[src/rmsprop_parameter_update_assert.svh]
// Assertion macros used by the RMSprop update top level.
// Uses the including module's clock and reset signals.
`ifndef RMSPROP_PARAMETER_UPDATE_ASSERT_SVH
`define RMSPROP_PARAMETER_UPDATE_ASSERT_SVH
`ifndef ASSERT_OFF
`define ASSERT_ALWAYS(lbl, expr) \
   lbl: assert property (@(posedge clock) disable iff (reset) (expr)) \
      else $error("assertion failed");
`define ASSERT_IMPL(lbl, ante, cons) \
   lbl: assert property (@(posedge clock) disable iff (reset) (ante) |-> (cons)) \
      else $error("assertion failed");
`else
`define ASSERT_ALWAYS(lbl, expr)
`define ASSERT_IMPL(lbl, ante, cons)
`endif
`endif

[src/rpu_pkg.sv]
// Types and constants of the RMSprop parameter update block.
// No dependencies; used by every RTL file of the block.
`default_nettype none
package rpu_pkg;

   // Configuration register indexes.
   localparam logic [1:0] CSR_STEP_SIZE  = 2'd0;
   localparam logic [1:0] CSR_SMOOTHING  = 2'd1;
   localparam logic [1:0] CSR_STABILIZER = 2'd2;
   localparam logic [1:0] CSR_ACTIVE     = 2'd3;

   localparam logic [16:0] ONE_Q16 = 17'd65536;

   // Queue between front and back.
   localparam int QDEPTH = 4;
   localparam int QAW    = 2;

   typedef struct packed {
      logic [4:0]         param_index;
      logic signed [31:0] param_value;
      logic signed [31:0] grad_value;
   } req_type;

   typedef struct packed {
      logic signed [31:0] new_value;
      logic               index_error;
   } rsp_type;

   typedef struct packed {
      logic [23:0] step_size;
      logic [15:0] smoothing_factor;
      logic [31:0] stabilizer;
      logic [5:0]  active_count;
   } cfg_type;

   // Per-item data that the back end carries along.
   typedef struct packed {
      logic        err;
      logic        gneg;
      logic [31:0] gmag;
      logic [31:0] value;
   } pay_type;

   typedef struct packed {
      pay_type     pay;
      logic [48:0] s;
   } work_type;

   typedef struct packed {
      logic full;
      logic empty;
   } qstat_type;

endpackage
`default_nettype wire

[src/rpu_queue.sv]
// Short word queue between the front and back ends.
// Depends on rpu_pkg.
`default_nettype none
module rpu_queue import rpu_pkg::*; (
   input  wire logic     clock,
   input  wire logic     reset,
   input  wire logic     push,
   input  wire work_type push_data,
   input  wire logic     pop,
   output work_type      head,
   output qstat_type     qstat
);
   work_type     mem_ff [QDEPTH];
   logic [QAW-1:0] wr_ff, rd_ff;
   logic [QAW:0]   cnt_ff;

   assign head        = mem_ff[rd_ff];
   assign qstat.full  = (cnt_ff == (QAW+1)'(QDEPTH));
   assign qstat.empty = (cnt_ff == '0);

   // Pointers and fill count.
   always_ff @(posedge clock) begin
      if (reset) begin
         wr_ff  <= '0;
         rd_ff  <= '0;
         cnt_ff <= '0;
      end else begin
         if (push) wr_ff <= wr_ff + 1'b1;
         if (pop)  rd_ff <= rd_ff + 1'b1;
         cnt_ff <= cnt_ff + (QAW+1)'(push) - (QAW+1)'(pop);
      end
   end

   always_ff @(posedge clock) begin
      if (push) begin
         mem_ff[wr_ff] <= push_data;
      end
   end

endmodule
`default_nettype wire

[config.mk]
export PLATFORM = sky130hd
export DESIGN_NAME = rpu_queue
export DESIGN_NICKNAME = d
export VERILOG_FILES = /design/src/rmsprop_parameter_update_assert.svh /design/src/rpu_pkg.sv /design/src/rpu_queue.sv
export SDC_FILE = /design/constraint.sdc
export NUM_CORES = 1
export LEC_CHECK = 0
export BUFFER_PORTS_ARGS = -buffer_cell sky130_fd_sc_hd__buf_2
export CAP_MARGIN = 10
export CELL_PAD_IN_SITES_DETAIL_PLACEMENT = 1
export CELL_PAD_IN_SITES_GLOBAL_PLACEMENT = 2
export CORE_MARGIN = 5
export CORE_UTILIZATION = 49
export DETAILED_ROUTE_END_ITERATION = 8
export PLACE_DENSITY_LB_ADDON = 0.1
export SLEW_MARGIN = 10
export SYNTH_ARGS = -nofsm -noshare
export SYNTH_HDL_FRONTEND = slang
export SYNTH_SLANG_ARGS = --single-unit
[constraint.sdc]
create_clock -name clock -period 8.2 [get_ports clock]
set_input_delay 1.64 -clock clock [delete_from_list [all_inputs] [get_ports clock]]
set_output_delay 1.64 -clock clock [all_outputs]
set_load 0.05 [all_outputs]
### Yosys cells after proc, flatten, opt, wreduce, memory -nomap -nowiden

Memory sizes are Yosys's and may differ from the RTL's. A register that Yosys moved wholly into a read port is not among the register bits.
Index checks and enable logic that the tools add are counted.

* add/sub/neg operators: 4
* multipliers: 0
* divide/modulo/power cells: 0
* magnitude comparators: 0
* equal/unequal tests: 1
* shift operators: 0
* multiplexer cells: 4
* bitwise logic cells: 0
* reductions and logical operators: 1

Operators with widths (number)
* adder 2 x 1 -> 2 bit, second input constant: 2
* 2-to-1 mux 2 bit: 2
* adder 3 x 1 -> 3 bit: 1
* == test 3 bit, second input constant: 1
* logical NOT 3 bit: 1
* subtractor 3 x 1 -> 3 bit: 1
* 2-to-1 mux 1 bit: 2

* register bits: 7
* bits in latches: 0
* bits in writable memories: 460
* memory bits (read-only): 0
* bits of input ports: 119
* output and inout port bits: 117
* logic and storage cells: 14
* memories kept: 1

Memories
* mem_ff: depth 4, bits a word 115, read ports 1, clocked after memory_dff 1, write ports 1, line rpu_queue.sv:13 `work_type mem_ff [QDEPTH];`

### Logic depth before layout (Yosys ltp)

* depth in word-level cells: 3
* gate-level depth with buffers: 7
* mapped depth without buffers: 7

### Least setup slack after synthesis

Ideal clock, no wire load.

* path kind: in2reg
* from: input port push
* to: memory mem_ff[0][0] in the netlist's numbering (enable)
* library setup time: 487 ps
* arrival: 4283 ps
* data required time: 7713 ps
* slack: 3430 ps
* stages: 1
* path buffers: 0
* path through: and2_1

* word-level cells in the longest chain between the ends: 2

Ends and longest elaborated chain
* start: declaration: line rpu_queue.sv:7 `input wire logic push,`
* 2-to-1 mux 1 bit: line rpu_queue.sv:35 `if (push) begin`
* 2-to-1 mux 1 bit (not written as such): line rpu_queue.sv:36 `mem_ff[wr_ff] <= push_data;`
* end: declaration: line rpu_queue.sv:13

No other way between the ends.

==> results.txt <==
- Clock tree from TritonCTS: done
- Summed over all layers, the routed wires come to 35000 um.
- Number of search-and-repair iterations in the first detailed-routing pass: 5
* Detail Route Antenna Nets: 0
* Transition time at the pin with the least slew margin: 1.06 ns
* Area of the mapped netlist: 0.0170 mm2
* Number of buffers inserted for hold repair after clock tree synthesis: 0
* Cells after synthesis: 643
* Run status: finished clean
* Count of input and output buffers: 235
* Time the final worst path needs with I/O delays and setup: 4.82 ns
* Die width: 196 um
- In this run, the number of DRC markers left after iteration 0 of detailed routing was 412.
* Total clock sinks: 469
- Area delta synth->final: 18.7%
- The wire-length estimate of the detail-placed layout is 21600 um.
* Ys Warns: 0
* Cell Rows: 68
* Headroom to the max-slew limit: 0.290
- Overflow left after global routing: 0
- The average instance in the mapped netlist occupies 26.5 um2.
- Top fanout value on the critical path: 51
* Highest achievable clock rate: 0.208 GHz
- P_leak: 6.78 nW
- Placer Congestion: 0.726
* Global-route total usage across every layer: 0.181
- STA puts the critical path data required time at 6.56 ns.
- For this configuration, the core starts out at a cell density of 0.495.
- The number of antenna violations at the first check in global routing is 11.
- For the worst-skew pair, the clock arrives at the later sink with an insertion delay of 0.54 ns.
- Final-layout setup total negative slack: 0 ns
- The number of hold-slack violations in the final timing report is 0.
- Of the available clock period, the critical path in the final layout requires 0.588.
- Share of layout cells above drive strength 1: 0.456
- Post-CTS setup buffer count: 0
- Pin count of the biggest net entering global routing: 66
- Power per cell area: 279 mW/mm2
- Summing over every cut layer, the via total after detailed routing is 7709.
- WS Path Type: reg -> out
- Number of gates given a new drive strength after cts: 0
- Maximum level of the CTS H-tree: 2
* Unique cell type count in the Yosys netlist: 20
* Register bit count reported by yosys: 469
* Number of setup violations in the final report: 0
* Total Nets Final: 1034
- STA classifies the critical path startpoint as a register.
* Clock buffer count from CTS: 47
* Net count after synthesis: 769
- The share of the Yosys chip area taken by registers is 0.823.
* Unrepaired setup endpoints after global routing: false
- Counting along the longest clock path gives a buffer depth of 3.
- The floorplan step defined a die boundary enclosing 0.0385 mm2.
* Crit path DAT: 3.18 ns
* Type of the tightest min-delay check: reg -> reg
- The first global-routing pass estimated 53100 um of wire.
* Std-Cell Core Area: 0.0344 mm2
- After detailed routing, the number of vias per cell comes to 5.48.
- Kind of end point of the critical path: primary output
- Via count of the first global-routing pass: 8480
- IR Drop Worst-Case VDD: 0.000218 V
* Wirelength per Cell: 24.9 um
- The final-report max-slew violation count was 0.
* Worst setup skew after layout: 0.0100 ns
* Final Total Pwr: 5.64 mW
- The die is 196 um tall.
* DRC violations left: 0
- Across the run, the number of max-cap violations was 0.
- Fill cells: 2919
- Number of placed I/O pins: 236
* Clock slew at the register clock pins of the worst setup and hold paths: 0.06 ns
- Cell at the root of the clock tree: sky130_fd_sc_hd__clkbuf_16
synthesized netlist by cell type:
master / count / area [um2]
sky130_fd_sc_hd__and3_1: 1 / 6.26
sky130_fd_sc_hd__a21bo_2: 1 / 10.0
sky130_fd_sc_hd__buf_6: 7 / 78.8
sky130_fd_sc_hd__buf_2: 13 / 65.1
sky130_fd_sc_hd__mux2i_1: 1 / 10.0
sky130_fd_sc_hd__nand3b_1: 1 / 7.51
sky130_fd_sc_hd__and2_1: 4 / 25.0
sky130_fd_sc_hd__xnor2_1: 2 / 17.5
sky130_fd_sc_hd__clkbuf_1: 6 / 22.5
sky130_fd_sc_hd__edfxtp_1: 460 / 13800
sky130_fd_sc_hd__a21oi_1: 1 / 5.00
sky130_fd_sc_hd__inv_1: 6 / 22.5
sky130_fd_sc_hd__fa_1: 1 / 20.0
sky130_fd_sc_hd__nor2b_1: 2 / 12.5
sky130_fd_sc_hd__xor3_1: 1 / 23.8
sky130_fd_sc_hd__mux4_2: 115 / 2590
sky130_fd_sc_hd__nor2_1: 5 / 18.8
sky130_fd_sc_hd__nor3_1: 1 / 5.00
sky130_fd_sc_hd__ha_1: 6 / 75.1
sky130_fd_sc_hd__dfxtp_1: 9 / 180
power breakdown:
part | switching [mW] | internal (mW)
sequential | 0.0498 | 2.76
combinational | 0.524 | 0.222
clock | 0.848 | 1.24
total | 1.42 | 4.22
layout by cell type (no fill, tap or decap):
master                         n
sky130_fd_sc_hd__fa_1          1
sky130_fd_sc_hd__dfxtp_4       2
sky130_fd_sc_hd__mux2i_1       1
sky130_fd_sc_hd__and3_1        1
sky130_fd_sc_hd__bufinv_16     5
sky130_fd_sc_hd__clkbuf_1      6
sky130_fd_sc_hd__nor3_1        1
sky130_fd_sc_hd__clkinv_2     11
sky130_fd_sc_hd__buf_4         7
sky130_fd_sc_hd__inv_1         6
sky130_fd_sc_hd__and2_4        4
sky130_fd_sc_hd__ha_1          6
sky130_fd_sc_hd__nor2_1        5
sky130_fd_sc_hd__nand3b_1      1
sky130_fd_sc_hd__a21oi_1       1
sky130_fd_sc_hd__nor2b_1       2
sky130_fd_sc_hd__xor3_1        1
sky130_fd_sc_hd__edfxtp_1    460
sky130_fd_sc_hd__clkinv_1     14
sky130_fd_sc_hd__mux4_2      115
sky130_fd_sc_hd__clkbuf_16    49
sky130_fd_sc_hd__clkinv_4      1
sky130_fd_sc_hd__diode_2       6
sky130_fd_sc_hd__clkinvlp_4    1
sky130_fd_sc_hd__a21bo_2       1
sky130_fd_sc_hd__xnor2_1       2
sky130_fd_sc_hd__buf_2       235
sky130_fd_sc_hd__dfxtp_1       7
per-stage QoR:
stage | instance area [um2] | hold slack, ns | std cells | util | setup slack, ns
after floorplan | 17000 | 0.492 | 643 | - | 3.43
after global placement | 18700 | 0.508 | 1314 | 0.543 | 3.79
after detailed placement | 18700 | 0.528 | 1314 | 0.543 | 3.78
after CTS | 20200 | 0.539 | 1401 | 0.587 | 3.19
after global routing | 20200 | 0.559 | 1405 | 0.587 | 3.07
final | 20200 | 0.536 | 1407 | 0.588 | 3.38
registers in the layout, indices dropped and copies added, names as in the netlist, named ones only:
| signal | flops |
|---|---|
| mem_ff | 460 |
| cnt_ff | 3 |
| rd_ff | 2 |
| wr_ff | 2 |
layout make-up:
cell class	instances	area (um2)	area share
Antenna cell	6	15.0	0.000743
Clock buffer	55	1250	0.0618
Clock inverter	32	274	0.0136
Inverter	6	22.5	0.00112
Multi-Input combinational cell	142	2840	0.140
Sequential cell	469	14000	0.693
Tap cell	455	569	0.0282
Timing Repair Buffer	242	1230	0.0608
critical path, cell delays in order (launching register included):
cell	delay, ns
sky130_fd_sc_hd__dfxtp_4	1.02
sky130_fd_sc_hd__buf_4	0.72
sky130_fd_sc_hd__mux4_2	0.61
sky130_fd_sc_hd__buf_2	0.23
final timing paths:
kind | slack [ns] | start | to | cells after the start
worst min register to register | 0.54 | rd_ff[0]$_SDFFE_PP0P_ | register | 2
worst max-delay path | 3.38 | register | head[71] | 3
worst min-delay path | 0.54 | rd_ff[0]$_SDFFE_PP0P_ | register | 2
worst max register to register | 5.55 | wr_ff[0]$_SDFFE_PP0P_ | mem_ff[3][42]$_DFFE_PP_ | 3
per-layer routing:
layer  track usage  up-vias  share of wire
li1              -     3317              -
met1         0.250     4106           0.42
met2         0.290      219           0.49
met3        0.0553       53          0.069
met4        0.0432       14          0.016
met5             0        -         0.0025
cell families (layout without fill, tap and decap cells):
| family | count (synthesis) | in the layout | synth area share |
|---|---|---|---|
| flip-flops | 469 | 469 | 0.823 |
| buffers and inverters | 32 | 335 | 0.0111 |
| adder cells (fa/ha/maj) | 7 | 7 | 0.00559 |
| XOR/XNOR | 3 | 3 | 0.00243 |
| other | 0 | 6 | 0 |
| AO/OA/AOI/OAI | 2 | 2 | 0.000882 |
| multiplexers | 116 | 116 | 0.153 |
| AND/OR/NAND/NOR | 14 | 14 | 0.00441 |
Note: power is estimated with default switching activity, not from simulation.
